$ cat src/kdsl_pkg.sv
package kdsl_pkg;

   localparam int unsigned BYTE_W      = 8;
   localparam int unsigned NUM_DIGITS  = 4;
   localparam int unsigned CSR_INDEX_W = 3;

   // configuration register indexes
   localparam logic [CSR_INDEX_W-1:0] CSR_BUTTON_EVENT   = 3'd0;
   localparam logic [CSR_INDEX_W-1:0] CSR_UNIT_RESET     = 3'd1;
   localparam logic [CSR_INDEX_W-1:0] CSR_BUTTONS_ENABLE = 3'd2;
   localparam logic [CSR_INDEX_W-1:0] CSR_DISPLAY_USER   = 3'd3;
   localparam logic [CSR_INDEX_W-1:0] CSR_DISPLAY_SET    = 3'd4;

   localparam logic [7:0] RESET_BUTTON_EVENT   = 8'd68;
   localparam logic [7:0] RESET_UNIT_RESET     = 8'd70;
   localparam logic [7:0] RESET_BUTTONS_ENABLE = 8'd67;
   localparam logic [7:0] RESET_DISPLAY_USER   = 8'd99;
   localparam logic [7:0] RESET_DISPLAY_SET    = 8'd70;

   // response status
   localparam logic STATUS_OK     = 1'b0;
   localparam logic STATUS_REJECT = 1'b1;

   localparam logic [7:0] DIGIT_ENABLE = 8'h0F;
   localparam logic [7:0] DOT_BIT      = 8'h10;

   localparam logic [7:0] CHAR_SPACE   = 8'h20;
   localparam logic [7:0] CHAR_ZERO    = 8'h30;
   localparam logic [7:0] CHAR_NINE    = 8'h39;
   localparam logic [7:0] CHAR_UPPER_A = 8'h41;
   localparam logic [7:0] CHAR_UPPER_Z = 8'h5A;
   localparam logic [7:0] CHAR_LOWER_A = 8'h61;
   localparam logic [7:0] CHAR_LOWER_Z = 8'h7A;
   localparam logic [7:0] LETTER_BASE  = 8'd10;

   localparam logic [3:0] LEN_MAX      = 4'd5;
   localparam logic [3:0] LEN_WITH_DOT = 4'd5;

   // digits 0-9 then letters A-Z
   localparam logic [7:0] SEG_TABLE [36] = '{
      8'he7, 8'h06, 8'hcb, 8'h8f, 8'h2e, 8'had, 8'hed, 8'h86, 8'hef, 8'haf,
      8'hee, 8'h6d, 8'h49, 8'h4f, 8'he9, 8'he8, 8'he5, 8'h6e, 8'h06, 8'h47,
      8'h6e, 8'h61, 8'he6, 8'h4c, 8'he7, 8'hea, 8'hae, 8'hee, 8'had, 8'h69,
      8'h45, 8'h67, 8'h67, 8'h6e, 8'h2f, 8'hcb
   };

   typedef enum logic [1:0] {
      OP_RX_BYTE = 2'd0,
      OP_DISPLAY = 2'd1,
      OP_INIT    = 2'd2
   } opcode_type;

   typedef enum logic [1:0] {
      CMD_NONE    = 2'd0,
      CMD_DISPLAY = 2'd1,
      CMD_INIT    = 2'd2
   } cmd_kind_type;

   // one queued command; digits[0] is the rightmost digit
   typedef struct packed {
      cmd_kind_type                      kind;
      logic                              status;
      logic [BYTE_W-1:0]                 buttons;
      logic [NUM_DIGITS-1:0][BYTE_W-1:0] digits;
   } cmd_entry_type;

   // returns {valid, segment pattern}
   function automatic logic [8:0] seg_lookup(input logic [7:0] ch);
      logic [7:0] idx;
      logic [8:0] r;
      idx = '0;
      r   = '0;
      if (ch >= CHAR_ZERO && ch <= CHAR_NINE) begin
         idx = ch - CHAR_ZERO;
         r   = {1'b1, SEG_TABLE[idx[5:0]]};
      end else if (ch >= CHAR_UPPER_A && ch <= CHAR_UPPER_Z) begin
         idx = ch - CHAR_UPPER_A + LETTER_BASE;
         r   = {1'b1, SEG_TABLE[idx[5:0]]};
      end else if (ch >= CHAR_LOWER_A && ch <= CHAR_LOWER_Z) begin
         idx = ch - CHAR_LOWER_A + LETTER_BASE;
         r   = {1'b1, SEG_TABLE[idx[5:0]]};
      end else if (ch == CHAR_SPACE) begin
         r = {1'b1, 8'h00};
      end
      return r;
   endfunction

endpackage

$ cat src/kdsl_front.sv
module kdsl_front (
   input  logic                     clock,
   input  logic                     reset,
   input  logic                     req_valid,
   output logic                     req_stall,
   input  logic [1:0]               req_opcode,
   input  logic [7:0]               req_rx_byte,
   input  logic [7:0]               req_text_char0,
   input  logic [7:0]               req_text_char1,
   input  logic [7:0]               req_text_char2,
   input  logic [7:0]               req_text_char3,
   input  logic [3:0]               req_text_length,
   input  logic [3:0]               req_dot_mask,
   input  logic [7:0]               button_event_code,
   input  logic [7:0]               unit_reset_code,
   input  logic                     queue_full,
   output logic                     push,
   output kdsl_pkg::cmd_entry_type  push_entry
);

   logic [2:0][7:0] hist_ff, hist_in;
   logic [7:0]      btn_ff, btn_in;
   logic [3:0][7:0] digits_ff, digits_in;
   logic [3:0][7:0] text;
   logic [3:0][7:0] pat;
   logic [3:0]      ok;
   logic [3:0]      dots;
   logic [8:0]      lut;
   logic            prefix_ok;
   logic            accept;

   assign req_stall = queue_full;
   assign accept    = req_valid && !queue_full;
   assign push      = accept;

   assign text[0] = req_text_char0;
   assign text[1] = req_text_char1;
   assign text[2] = req_text_char2;
   assign text[3] = req_text_char3;

   // segment lookup per digit; digit i shows character 3-i, padded with spaces
   always_comb begin
      for (int i = 0; i < 4; i++) begin
         lut = kdsl_pkg::seg_lookup((req_text_length > 4'(3 - i)) ?
                                    text[3 - i] : kdsl_pkg::CHAR_SPACE);
         ok[i]  = lut[8];
         pat[i] = lut[7:0];
      end
      dots = (req_text_length == kdsl_pkg::LEN_WITH_DOT) ? req_dot_mask : 4'h0;
   end

   always_comb begin
      hist_in   = hist_ff;
      btn_in    = btn_ff;
      digits_in = digits_ff;
      prefix_ok = 1'b1;
      push_entry.kind   = kdsl_pkg::CMD_NONE;
      push_entry.status = kdsl_pkg::STATUS_OK;

      unique case (req_opcode)
         kdsl_pkg::OP_RX_BYTE: begin
            hist_in = {req_rx_byte, hist_ff[2], hist_ff[1]};
            if (hist_in[0] == button_event_code && hist_in[1][7] && hist_in[2][7]) begin
               btn_in = ~{hist_in[2][3], hist_in[2][1], hist_in[2][2], hist_in[2][0],
                          hist_in[1][3:0]};
            end else if (hist_in[2] == unit_reset_code) begin
               push_entry.kind = kdsl_pkg::CMD_INIT;
            end
         end
         kdsl_pkg::OP_DISPLAY: begin
            if (req_text_length == 4'd0 || req_text_length > kdsl_pkg::LEN_MAX) begin
               push_entry.status = kdsl_pkg::STATUS_REJECT;
            end else begin
               // convert from the right; stop at the first bad character
               for (int i = 0; i < 4; i++) begin
                  prefix_ok = prefix_ok && ok[i];
                  if (prefix_ok) begin
                     digits_in[i] = pat[i] | (dots[i] ? kdsl_pkg::DOT_BIT : 8'h00);
                  end
               end
               if (prefix_ok) begin
                  push_entry.kind = kdsl_pkg::CMD_DISPLAY;
               end else begin
                  push_entry.status = kdsl_pkg::STATUS_REJECT;
               end
            end
         end
         kdsl_pkg::OP_INIT: begin
            push_entry.kind = kdsl_pkg::CMD_INIT;
         end
         default: begin
         end
      endcase

      push_entry.buttons = btn_in;
      push_entry.digits  = digits_in;
   end

   always_ff @(posedge clock) begin
      if (reset) begin
         hist_ff   <= '0;
         btn_ff    <= '0;
         digits_ff <= '0;
      end else if (accept) begin
         hist_ff   <= hist_in;
         btn_ff    <= btn_in;
         digits_ff <= digits_in;
      end
   end

endmodule

$ cat src/kdsl_queue.sv
module kdsl_queue #(
   parameter int unsigned DEPTH = 2
) (
   input  logic                     clock,
   input  logic                     reset,
   input  logic                     push,
   input  kdsl_pkg::cmd_entry_type  push_entry,
   input  logic                     pop,
   output kdsl_pkg::cmd_entry_type  head,
   output logic                     empty,
   output logic                     full
);

   localparam int unsigned AW = (DEPTH > 1) ? $clog2(DEPTH) : 1;
   localparam int unsigned CW = $clog2(DEPTH + 1);

   kdsl_pkg::cmd_entry_type mem_ff [DEPTH];
   logic [AW-1:0] wr_ptr_ff, wr_ptr_in;
   logic [AW-1:0] rd_ptr_ff, rd_ptr_in;
   logic [CW-1:0] count_ff, count_in;

   assign empty = (count_ff == '0);
   assign full  = (count_ff == CW'(DEPTH));
   assign head  = mem_ff[rd_ptr_ff];

   always_comb begin
      wr_ptr_in = wr_ptr_ff;
      rd_ptr_in = rd_ptr_ff;
      count_in  = count_ff;
      if (push) begin
         wr_ptr_in = (wr_ptr_ff == AW'(DEPTH - 1)) ? '0 : wr_ptr_ff + 1'b1;
      end
      if (pop) begin
         rd_ptr_in = (rd_ptr_ff == AW'(DEPTH - 1)) ? '0 : rd_ptr_ff + 1'b1;
      end
      if (push && !pop) begin
         count_in = count_ff + 1'b1;
      end else if (pop && !push) begin
         count_in = count_ff - 1'b1;
      end
   end

   always_ff @(posedge clock) begin
      if (reset) begin
         wr_ptr_ff <= '0;
         rd_ptr_ff <= '0;
         count_ff  <= '0;
      end else begin
         wr_ptr_ff <= wr_ptr_in;
         rd_ptr_ff <= rd_ptr_in;
         count_ff  <= count_in;
      end
   end

   always_ff @(posedge clock) begin
      if (push) begin
         mem_ff[wr_ptr_ff] <= push_entry;
      end
   end

endmodule

$ cat src/kdsl_back.sv
module kdsl_back (
   input  logic                     clock,
   input  logic                     reset,
   input  kdsl_pkg::cmd_entry_type  head,
   input  logic                     empty,
   output logic                     pop,
   input  logic [7:0]               buttons_enable_code,
   input  logic [7:0]               display_user_code,
   input  logic [7:0]               display_set_code,
   output logic                     rsp_valid,
   input  logic                     rsp_stall,
   output logic [7:0]               rsp_send_byte,
   output logic                     rsp_send_valid,
   output logic                     rsp_last,
   output logic                     rsp_status,
   output logic [7:0]               rsp_buttons
);

   logic [2:0] step_ff, step_in;
   logic [2:0] byte_idx;
   logic       rsp_valid_ff;
   logic [7:0] send_byte_ff, send_byte_in;
   logic       send_valid_ff, send_valid_in;
   logic       last_ff, last_in;
   logic       status_ff;
   logic [7:0] buttons_ff;
   logic       advance;
   logic       load;

   assign advance = !rsp_valid_ff || !rsp_stall;
   assign load    = advance && !empty;

   // init sequence runs bytes 0..7, display command bytes 2..7
   assign byte_idx = (head.kind == kdsl_pkg::CMD_DISPLAY) ? step_ff + 3'd2 : step_ff;

   always_comb begin
      send_byte_in  = 8'h00;
      send_valid_in = 1'b1;
      last_in       = (byte_idx == 3'd7);
      unique case (byte_idx)
         3'd0:    send_byte_in = buttons_enable_code;
         3'd1:    send_byte_in = display_user_code;
         3'd2:    send_byte_in = display_set_code;
         3'd3:    send_byte_in = kdsl_pkg::DIGIT_ENABLE;
         default: send_byte_in = head.digits[byte_idx[1:0]];
      endcase
      if (head.kind == kdsl_pkg::CMD_NONE) begin
         send_byte_in  = 8'h00;
         send_valid_in = 1'b0;
         last_in       = 1'b1;
      end
      pop     = load && last_in;
      step_in = step_ff;
      if (load) begin
         step_in = last_in ? 3'd0 : step_ff + 3'd1;
      end
   end

   always_ff @(posedge clock) begin
      if (reset) begin
         step_ff      <= '0;
         rsp_valid_ff <= 1'b0;
      end else begin
         step_ff <= step_in;
         if (advance) begin
            rsp_valid_ff <= !empty;
         end
      end
   end

   always_ff @(posedge clock) begin
      if (load) begin
         send_byte_ff  <= send_byte_in;
         send_valid_ff <= send_valid_in;
         last_ff       <= last_in;
         status_ff     <= head.status;
         buttons_ff    <= head.buttons;
      end
   end

   assign rsp_valid      = rsp_valid_ff;
   assign rsp_send_byte  = send_byte_ff;
   assign rsp_send_valid = send_valid_ff;
   assign rsp_last       = last_ff;
   assign rsp_status     = status_ff;
   assign rsp_buttons    = buttons_ff;

endmodule

$ cat src/keypad_display_serial_link_unit.sv
// Host-side controller for a serial keypad/display unit.
// Request channel (req_valid/req_stall): opcode 0 delivers a byte received
// from the unit, opcode 1 writes up to four display characters, opcode 2
// reinitializes the unit. Each request yields 1, 6 or 8 response items on
// the rsp_valid/rsp_stall channel; rsp_last marks the final one, and
// rsp_send_valid tells whether rsp_send_byte goes out on the serial line.
// The front end classifies a request and updates the receive history,
// button state and digit patterns in the cycle it is taken; the command
// then sits in a small queue until the byte sequencer plays it out.
// A taken request goes into the command queue; the response register that
// drives rsp_valid then loads it from the queue head. req_stall rises only
// while the queue is full. Throughput: while rsp_stall is low, one response
// per cycle, and requests that produce one response can follow every cycle;
// a request occupies the sequencer for its 1, 6 or 8 items. When rsp_valid
// and rsp_stall are high, the response register holds its contents and the
// queue fills up behind it. Synchronous reset clears the history, buttons,
// digits and queue and restores the default command codes.
// csr_* writes set the command codes; write them only while idle.
module keypad_display_serial_link_unit #(
   parameter int unsigned QUEUE_DEPTH = 2
) (
   input  logic        clock,
   input  logic        reset,
   input  logic        csr_write_en,
   input  logic [2:0]  csr_index,
   input  logic [7:0]  csr_wdata,
   input  logic        req_valid,
   output logic        req_stall,
   input  logic [1:0]  req_opcode,
   input  logic [7:0]  req_rx_byte,
   input  logic [7:0]  req_text_char0,
   input  logic [7:0]  req_text_char1,
   input  logic [7:0]  req_text_char2,
   input  logic [7:0]  req_text_char3,
   input  logic [3:0]  req_text_length,
   input  logic [3:0]  req_dot_mask,
   output logic        rsp_valid,
   input  logic        rsp_stall,
   output logic [7:0]  rsp_send_byte,
   output logic        rsp_send_valid,
   output logic        rsp_last,
   output logic        rsp_status,
   output logic [7:0]  rsp_buttons
);

   logic [7:0] button_event_ff;
   logic [7:0] unit_reset_ff;
   logic [7:0] buttons_enable_ff;
   logic [7:0] display_user_ff;
   logic [7:0] display_set_ff;

   logic                    push;
   logic                    pop;
   logic                    empty;
   logic                    full;
   kdsl_pkg::cmd_entry_type push_entry;
   kdsl_pkg::cmd_entry_type head;

   always_ff @(posedge clock) begin
      if (reset) begin
         button_event_ff   <= kdsl_pkg::RESET_BUTTON_EVENT;
         unit_reset_ff     <= kdsl_pkg::RESET_UNIT_RESET;
         buttons_enable_ff <= kdsl_pkg::RESET_BUTTONS_ENABLE;
         display_user_ff   <= kdsl_pkg::RESET_DISPLAY_USER;
         display_set_ff    <= kdsl_pkg::RESET_DISPLAY_SET;
      end else if (csr_write_en) begin
         unique case (csr_index)
            kdsl_pkg::CSR_BUTTON_EVENT:   button_event_ff   <= csr_wdata;
            kdsl_pkg::CSR_UNIT_RESET:     unit_reset_ff     <= csr_wdata;
            kdsl_pkg::CSR_BUTTONS_ENABLE: buttons_enable_ff <= csr_wdata;
            kdsl_pkg::CSR_DISPLAY_USER:   display_user_ff   <= csr_wdata;
            kdsl_pkg::CSR_DISPLAY_SET:    display_set_ff    <= csr_wdata;
            default: begin
            end
         endcase
      end
   end

   kdsl_front u_front (
      .clock             (clock),
      .reset             (reset),
      .req_valid         (req_valid),
      .req_stall         (req_stall),
      .req_opcode        (req_opcode),
      .req_rx_byte       (req_rx_byte),
      .req_text_char0    (req_text_char0),
      .req_text_char1    (req_text_char1),
      .req_text_char2    (req_text_char2),
      .req_text_char3    (req_text_char3),
      .req_text_length   (req_text_length),
      .req_dot_mask      (req_dot_mask),
      .button_event_code (button_event_ff),
      .unit_reset_code   (unit_reset_ff),
      .queue_full        (full),
      .push              (push),
      .push_entry        (push_entry)
   );

   kdsl_queue #(
      .DEPTH (QUEUE_DEPTH)
   ) u_queue (
      .clock      (clock),
      .reset      (reset),
      .push       (push),
      .push_entry (push_entry),
      .pop        (pop),
      .head       (head),
      .empty      (empty),
      .full       (full)
   );

   kdsl_back u_back (
      .clock               (clock),
      .reset               (reset),
      .head                (head),
      .empty               (empty),
      .pop                 (pop),
      .buttons_enable_code (buttons_enable_ff),
      .display_user_code   (display_user_ff),
      .display_set_code    (display_set_ff),
      .rsp_valid           (rsp_valid),
      .rsp_stall           (rsp_stall),
      .rsp_send_byte       (rsp_send_byte),
      .rsp_send_valid      (rsp_send_valid),
      .rsp_last            (rsp_last),
      .rsp_status          (rsp_status),
      .rsp_buttons         (rsp_buttons)
   );

endmodule

$ cat config.mk
export PLATFORM = sky130hd
export DESIGN_NAME = keypad_display_serial_link_unit
export DESIGN_NICKNAME = d
export VERILOG_FILES = /design/src/kdsl_pkg.sv /design/src/kdsl_front.sv /design/src/kdsl_queue.sv /design/src/kdsl_back.sv /design/src/keypad_display_serial_link_unit.sv
export SDC_FILE = /design/constraint.sdc
export NUM_CORES = 1
export LEC_CHECK = 0
export BUFFER_PORTS_ARGS = -buffer_cell sky130_fd_sc_hd__buf_2
export CORE_MARGIN = 2
export CORE_UTILIZATION = 57
export DETAILED_ROUTE_END_ITERATION = 10
export PLACE_DENSITY = 0.81
export SLEW_MARGIN = 15
export SYNTH_ARGS = -nofsm -noshare
export SYNTH_HDL_FRONTEND = slang
export SYNTH_HIERARCHICAL = 1
export SYNTH_SLANG_ARGS = --single-unit
$ cat constraint.sdc
create_clock -name clock -period 3.9 [get_ports clock]
set_clock_uncertainty 0.05 [all_clocks]
set_input_delay 0.195 -clock clock [delete_from_list [all_inputs] [get_ports clock]]
set_output_delay 0.195 -clock clock [all_outputs]
set_load 0.01 [all_outputs]
Word-level counts from Yosys, hierarchy flattened --
Memories as Yosys holds them, arrays and structs flattened. A register that Yosys moved wholly into a read port is not among the register bits. Index checks and enable logic that the tools add are counted.
Word-level totals: memory bits (read-only) 6144, word-level logic and storage cells 262, memories 13, output and inout bits 21, register bits 123, RAM bits 86
Operators by class: magnitude comparators 42, reduce and logical (&&, ||, !) cells 43, eq/ne operators 19, mux-type cells 80, add/sub/neg operators 26, bitwise operators 17
Memories:
- (no name shown) | depth 64, width 8, rd ports 1, clocked after Yosys merged registers in 0, wr ports 0, line kdsl_pkg.sv:75 | r = {1'b1, SEG_TABLE[idx[5:0]]};
- (no name shown) | depth 64, width 8, rd ports 1, clocked after Yosys merged registers in 0, wr ports 0, line kdsl_pkg.sv:78 | r = {1'b1, SEG_TABLE[idx[5:0]]};
- (no name shown) | depth 64, width 8, rd ports 1, clocked after Yosys merged registers in 0, wr ports 0, line kdsl_pkg.sv:81 | r = {1'b1, SEG_TABLE[idx[5:0]]};
- (no name shown) | depth 64, width 8, rd ports 1, clocked after Yosys merged registers in 0, wr ports 0, line kdsl_pkg.sv:75
- (no name shown) | depth 64, width 8, rd ports 1, clocked after Yosys merged registers in 0, wr ports 0, line kdsl_pkg.sv:78
- (no name shown) | depth 64, width 8, rd ports 1, clocked after Yosys merged registers in 0, wr ports 0, line kdsl_pkg.sv:81
- 7 more memories
Operators by type and width (number):
- $mux 8 | 35
- $mux 9 | 16
- $ge 7x7->1 const B | 12
- $not 6->7 | 12
- $ge 8x7->1 const B | 8
- $le 8x7->1 const B | 8
- $mux 32 | 2
- $add 6x4->6 const B | 8
- $sub 6x6->6 const B | 8
- $eq 8x6->1 const B | 4
- $ge 8x6->1 const B | 4
- $le 8x6->1 const B | 4
- $or 8x8->8 | 4
- $pmux 8 s4 | 1
- $sub 6x1->6 const B | 4
- $logic_and 1x1->1 | 22
- $mux 5 | 4
- $bmux 8 s2 | 1
- $eq 8x8->1 | 2
- $eq 3x2->1 const B | 4
- $mux 1 | 12
- $reduce_and 2->1 | 6
- $mux 2 | 5
- $gt 4x1->1 const B | 2
- other kinds (23) | 39

Longest topological paths before layout --
Gate-level depths: netlist (run 1).
depth after elaboration 17, gate-level depth with buffers 18, gate-level depth less buffers 13

Hierarchy --
Netlist (run 1), hierarchy kept.
By module, submodules not included:
- kdsl_front | sequential area each 1121.1 um^2, area an instance 8856.0 um^2, instances 1, cells an instance 1283
- kdsl_queue | sequential area each 2682.6 um^2, area an instance 3309.4 um^2, instances 1, cells an instance 156
- kdsl_back | sequential area each 650.6 um^2, area an instance 1819.2 um^2, instances 1, cells an instance 198
- keypad_display_serial_link_unit | sequential area each 800.8 um^2, area an instance 1612.8 um^2, instances 1, cells an instance 151

Least setup slack after synthesis (run 1) --
Ideal clock, no wire load.
path kind input to register, start point input port req_text_length[1], end point memory u_queue/mem_ff[0][27] in the netlist's numbering (data pin), arrival time 3.681 ns, setup slack -0.093 ns, required time 3.588 ns, cell stages on the path 14, setup time 0.262 ns, cell sequence buf_2 or3_1 clkbuf_1 buf_1 nand2_1 ha_1 or4b_2 a21boi_0 nor4_1 nor3_1 or4b_1 buf_6 nor2_8 mux2_4
RTL lines:
- start: declaration | line keypad_display_serial_link_unit.sv:35 | input logic [3:0] req_text_length,
- end: declaration | line kdsl_queue.sv:17 | kdsl_pkg::cmd_entry_type mem_ff [DEPTH];

==> metrics, run 1 <==
Core Util, Final=0.644; CP max stage cell=ha_1; simple-gate portion of the synthesized area=0.193; CP Data Arrival Time=3.52 ns; Total Routing Usage GR=0.299; WS Path Type=in -> reg; P_int=4.92 mW; vias in the first global route=around 14000; FF+latch count, synth=210; power per cell area=about 430 nW/um^2; Cells after Synth=1788; Num Clock Sinks=between 200 and 250; synth top area cells=edfxtp_1, dfxtp_1, mux2i_1, ha_1, mux2_2; clock slew at reported path FFs=roughly 0.06 ns; Crit Path Max Fanout=12; post-CTS resize count=0; TritonRoute pass-1 iters=8; CP cell instances=buf_2, buf_4, a211o_1, nand2_1, buf_4, inv_1, ha_1, inv_1, ha_1, inv_1, or3_1, a41oi_1, o21ai_0, o21ai_0, and4_1, a21oi_1; total number of yosys warnings=6; count of cell types in the netlist=95; final WL=between 40000 and 50000 um; adder-cell area share of the yosys netlist=0.0509; Buf/Inv on CP=6; die span in x=169 um; minimum clock period=about 3.3 ns; TritonCTS Buffers=22; CTS tree=built; Slew Limit Fails=0; synthesized area=15600 um^2; cell row count=60; Slew HR=0.222; n_diodes=0; fin crit share=0.853; status=finished clean; worst vdd ir=0.282 mV; Synth top area share=0.202; largest net degree at the start of global routing=between 60 and 70; crit-path most repeated cell=inv_1; RSZ-0062 raised after global routing=no; Switching Share=0.338; Post-synth top cells=nand2_1, nor2_1, a21oi_1, dfxtp_1, edfxtp_1; Total Power=roughly 7.4 mW; cell leakage power=just under 7 nW; Compound-Gate Fraction of Synth Area=0.227; post-synthesis sequential area ratio=0.337; Post-DRT Antenna Nets=0; power share of the sequential group=0.378; Initial Util=0.580; number of synthesized flops with an enable pin=~110; Startpoint Class=input port; Worst Setup End Kind=register; die area=roughly 29000 um^2; MaxCap Viol Count=0; final hold viol count=0; Crit path largest cell delay=approximately 0.43 ns; Die Span Y=169 um; Max Clk Rate=~0.3 GHz; required time worst endpoint=4.09 ns; Least-Margin Pin Slew=1.16 ns; final setup vio count=0; synthesized area per cell=between 8 and 9 um^2; Synth Flop Type=edfxtp_1; number of remaining DRC errors=0; asr flop ratio synth=0; Post-Route Setup TNS=0 ns; grt total ovfl=0; largest family of logic cells by synthesized area=compound AO/OA/AOI/OAI gates; initial antenna violation count=0; nets=between 1500 and 2000; Std-Cell Core Area=around 27000 um^2; clock power share=0.276; Root Driver=clkbuf_16; sw power=around 2.5 mW; layout cells sized above 1=0.164; Synth Net Count=roughly 1900; GPL Wtd Cong=about 1; most common cell in the netlist=nand2_1; Worst-Skew Late Latency=roughly 0.5 ns; port bufs=86; Boundary Pins=a little under 90; H-Tree Depth=1; Post-Synth XOR/XNOR Area=0.0209; DP HPWL=31500 um; Starting DRT DRC Count=~1500; Post-CTS Setup Repair Bufs=0; first-pass GRT wire length=between 70000 and 80000 um; Area Growth Syn to Fin=11.0%; Max clock buf depth=3; final hold slack=~0.036 ns; mux cell area share after synthesis=0.113; Logic pwr share=0.346; Routed WL per cell=between 20 and 25 um; Via-to-Cell Ratio=between 6 and 7; Synth area leader=edfxtp_1; Via Count=roughly 15000; Crit path max-delay family=buffers and inverters; Worst Hold Class=in -> reg
-- cells in the final DEF, fill, tap and decap left out, types with 23 or more instances in the layout --
| cell type | instances |
|---|---|
| a211oi_1 | 41 |
| a21oi_1 | 121 |
| buf_2 | 85 |
| buf_4 | 77 |
| clkbuf_16 | 23 |
| dfxtp_1 | 104 |
| edfxtp_1 | 105 |
| ha_1 | 61 |
| inv_1 | 78 |
| mux2_2 | 62 |
| mux2i_1 | 81 |
| nand2_1 | 177 |
| nand2b_1 | 55 |
| nand3_1 | 44 |
| nor2_1 | 136 |
| nor2b_1 | 23 |
| nor3_1 | 24 |
| o21ai_0 | 91 |
-- registers in the layout (all words and copies together) (netlist names), named ones only --
register and flops:
u_queue/mem_ff 86, u_front/digits_ff 32, u_front/hist_ff 16, button_event_ff 8, buttons_enable_ff 8, display_set_ff 8
display_user_ff 8, u_back/rsp_buttons 8, u_back/rsp_send_byte 8, u_front/btn_ff 8, unit_reset_ff 8, u_back/step_ff 3
u_queue/count_ff 2, u_back/rsp_last 1, u_back/rsp_send_valid 1, u_back/rsp_status 1, u_back/rsp_valid 1, u_queue/rd_ptr_ff 1
u_queue/wr_ptr_ff 1
-- cell type report --
class,count,area (um^2)
Multi-Input combinational cell,1361,9460
Sequential cell,210,5260
Clock buffer,27,601
Inverter,79,297
Clock inverter,13,114
Tap cell,341,427
Timing Repair Buffer,178,1160
Fill cell,2147,9560
-- cells by family after synthesis --
group,after synthesis
AOI/OAI and AO/OA,518
xor gates and xnor gates,35
adders and majority gates,64
buffers and inverters,217
DFF,210
muxes,156
and+or+nand+nor,588
-- final timing paths --
kind	slack (ns)	end	depth (start not counted)	start
max	0.57	u_queue/mem_ff[1][9]	16	req_text_length[3]
min	0.04	u_queue/mem_ff[1][42]	2	req_opcode[0]
max reg2reg	0.98	u_front/digits_ff[14]	10	u_queue/count_ff[0]
min reg2reg	0.40	u_front/btn_ff[4]	2	u_front/btn_ff[4]
-- power by group through the flow --
stage	Clock, mW	Sequential, mW	Combinational (mW)
floorplan	0	2.89	1.76
global placement	0	2.84	2.43
detailed placement	0	2.85	2.48
CTS	2.07	2.81	2.52
global route	2.16	2.83	2.76
finish	2.05	2.81	2.57
-- repair_timing --
action                                  4_1_cts  5_1_grt
hold buffers                                 16        0
endpoints found under the setup margin        0        0
hold endpoints to repair                     22        0
-- layer usage --
layer  up-vias  global-route usage  wire length (um)
met5         -                   0                 0
met4         0              0.0855              1160
met3       103              0.0317              3740
met2       786               0.505             21100
met1      6910               0.409             18200
li1       6746                   -                 -
-- metrics by stage --
| step | area (um^2) | setup slack, ns | cells |
|---|---|---|---|
| after floorplan | 15600 | 0.0240 | 1788 |
| after detailed placement | 16400 | 0.0811 | 2153 |
| after global placement | 16400 | 0.152 | 2153 |
| final | 17300 | 0.573 | 2209 |
| after global routing | 17300 | 0.328 | 2209 |
| after CTS | 17300 | 0.600 | 2209 |
Note: power is estimated with default switching activity, not from simulation.
==> run 2, diff against run 1 <==
--- a/config.mk
+++ b/config.mk
@@ -7,9 +7,10 @@
 export LEC_CHECK = 0
 export BUFFER_PORTS_ARGS = -buffer_cell sky130_fd_sc_hd__buf_2
 export CORE_MARGIN = 2
-export CORE_UTILIZATION = 57
+export CORE_UTILIZATION = 63
 export DETAILED_ROUTE_END_ITERATION = 10
-export PLACE_DENSITY = 0.81
+export GPL_ROUTABILITY_DRIVEN = 1
+export PLACE_DENSITY = 0.85
 export SLEW_MARGIN = 15
 export SYNTH_ARGS = -nofsm -noshare
 export SYNTH_HDL_FRONTEND = slang
==> constraint.sdc (replaced) <==
create_clock -name clock -period 3.24 [get_ports clock]
set_clock_uncertainty 0.05 [all_clocks]
set_input_delay 0.162 -clock clock [delete_from_list [all_inputs] [get_ports clock]]
set_output_delay 0.162 -clock clock [all_outputs]
set_load 0.01 [all_outputs]
==> run 2 against run 1 <==
Against the previous run: the flow now finishes with violations (hold timing); critical path depth shrank 4; utilization grew 11 points; sequential share of layout area shrank 1.9 points; worst setup slack lost 0.45 ns; critical path type unchanged.
==> metrics, run 2 (synthesis gave the netlist of run 1 again) <==
first-pass GRT wire length=79100 um (+12%); r2r setup slk=0.13 ns (-0.85 ns); failing checks=hold timing; Reg2Reg Depth=6 (-4); power per cell area=500 nW/um^2 (+16%); Std-Cell Core Area=24300 um^2 (-9.5%); Total Power=9.23 mW (+24%); nets=2097 (+6.0%); commonest non-fill, non-tap cell in the layout=buf_4; commonest non-fill, non-tap cells in the layout=buf_4, nand2_1, nor2_1; number of remaining DRC errors=0 (unchanged); WS Path Type=in -> reg; Initial Util=0.641 (+0.0610); Num Clock Sinks=210 (unchanged); Boundary Pins=87 (unchanged); P_int=6.00 mW (+22%); final setup vio count=0 (unchanged); Routed WL per cell=21.7 um (+8.3%); sw power=3.23 mW (+28%); Via-to-Cell Ratio=6.71 (+1.9%); Worst-Skew Late Latency=0.49 ns (about the same); CTS tree=built; vias in the first global route=14900 (+9.2%); Worst Hold Class=in -> reg; cell count after placement=2256 (+4.8%); port bufs=86 (unchanged); largest net degree at the start of global routing=48 (-25%); final hold viol count=1 (+1); RSZ-0062 raised after global routing=no; n_diodes=0 (unchanged); die span in x=161 um (-4.8%); CP startpoint=req_text_length[2]; Post-CTS Setup Repair Bufs=0 (unchanged); worst vdd ir=0.540 mV (+91%); Starting DRT DRC Count=1970 (+28%); fin crit share=0.963; TritonRoute pass-1 iters=6 (-2); top flop regs=u_queue/mem_ff x86, u_front/digits_ff x32, u_front/hist_ff x16; filler instances=1660 (-23%); Switching Share=0.350 (+0.0119); Core Util, Final=0.759 (+0.115); minimum clock period=~3.1 ns; H-Tree Depth=1 (unchanged); DP HPWL=34000 um (+7.7%); Total Routing Usage GR=0.373 (+0.0736); grt total ovfl=0 (unchanged); register name with the most flops=u_queue/mem_ff; TritonCTS Buffers=21 (-4.5%); Crit Path Max Fanout=7 (-5); initial antenna violation count=0 (unchanged); GPL Wtd Cong=0.976 (-0.60%); Slew Limit Fails=0 (unchanged); Via Count=15500 (+6.5%); Logic pwr share=0.365 (+0.019); Max Clk Rate=between 0.3 and 0.4 GHz; Root Driver=clkbuf_16; cell row count=57 (-5.0%); Critical Path End=u_queue/mem_ff[1][30]; clock power share=0.261 (-0.015); MaxCap Viol Count=0 (unchanged); Least-Margin Pin Slew=1.22 ns (+0.0571 ns); Final Non-Filler Cells=2308 (+4.5%); Max clock buf depth=3 (unchanged); final hold slack=-0.00207 ns (-0.0376 ns); reg2reg start=u_queue/count_ff[0]; Die Span Y=161 um (-4.8%); Startpoint Class=input port; required time worst endpoint=3.43 ns (-0.66 ns); layout cells sized above 1=0.235 (+0.0710); number of flip-flops in the largest register=86 (unchanged); Slew HR=0.177 (-0.0449); Area Growth Syn to Fin=18.3%; clock slew at reported path FFs=0.06 ns (about the same); Worst Setup End Kind=register; worst hold path depth=3 (+1); Reg area=5260 um^2 (unchanged); R2R Path End=u_front/digits_ff[15]; CP Data Arrival Time=3.31 ns (-0.21 ns); Post-DRT Antenna Nets=0 (unchanged); final WL=50100 um (+13%); die area=26000 um^2 (-9.3%); power share of the sequential group=0.374 (-0.004); status=finished, violations left; cell leakage power=7.49 nW (+8.9%); multi-input combinational cell area=9720 um^2 (+2.8%)
==> run 2: cell count changes in the layout (fill, tap and decap cells not counted), sizes merged <==
| cell | previous run | this run |
|---|---|---|
| buf | 162 | 282 |
| bufinv | 2 | 1 |
| clkbuf | 27 | 29 |
| clkinv | 11 | 7 |
| dlygate4sd3 | 16 | 15 |
==> run 2: timing repair <==
item,4_1_cts,5_1_grt
hold buffers,15,0
hold endpoints to repair,26,0
setup endpoints to repair,0,10
gates resized for setup,0,1
==> run 2: metrics by stage <==
| step | setup slack (ns) | cell area (um^2) | TNS, ns |
|---|---|---|---|
| 2_1_floorplan | -0.189 | 16000 | -1.15 |
| 3_3_place_gp | -0.229 | 17600 | -5.98 |
| 3_5_place_dp | -0.309 | 17600 | -13.82 |
| 4_1_cts | 0.154 | 18500 | 0 |
| 5_1_grt | 0.0128 | 18500 | 0 |
| 6_report | 0.121 | 18500 | 0 |
==> run 2: how the worst min path moves through the flow <==
stage / end / from / slack (ns)
global placement: u_front/hist_ff[22] / req_rx_byte[6] / 0.38
floorplan: u_back/rsp_valid / reset / 0.18
finish: button_event_ff[6] / csr_wdata[6] / -0.002
global route: button_event_ff[6] / csr_wdata[6] / 0.01
detailed placement: u_front/hist_ff[20] / req_rx_byte[4] / 0.40
CTS: button_event_ff[6] / csr_wdata[6] / 0.002
==> run 2: layer usage <==
metal	track usage	wire, um	vias to the layer above
met5	0	0	-
met4	0.151	2070	0
met3	0.0560	4350	191
met2	0.642	24300	976
met1	0.472	19400	7345
li1	-	-	6981
==> run 2: final cells by class <==
class | instances | area share
Clock inverter | 8 | 0.00380
Timing Repair Buffer | 297 | 0.114
Sequential cell | 210 | 0.285
Clock buffer | 29 | 0.0329
Inverter | 79 | 0.0161
Multi-Input combinational cell | 1361 | 0.527
Tap cell | 324 | 0.0220
==> run 2: critical path, stage by stage <==
cell and delay, ns:
buf_2 0.15, or3_4 0.48, buf_4 0.21, nand2_8 0.08
ha_4 0.13, or4bb_1 0.40, a21oi_1 0.17, o22a_1 0.23
nor3_4 0.07, or4b_1 0.66, nor2_8 0.23, mux2_4 0.33
==> run 2: power groups by stage <==
| stage | Sequential, mW | Combinational (mW) | Clock (mW) |
|---|---|---|---|
| floorplan | 3.47 | 2.17 | 0 |
| global placement | 3.45 | 3.08 | 0 |
| detailed placement | 3.48 | 3.15 | 0 |
| CTS | 3.44 | 3.22 | 2.40 |
| global route | 3.48 | 3.55 | 2.52 |
| finish | 3.45 | 3.36 | 2.41 |
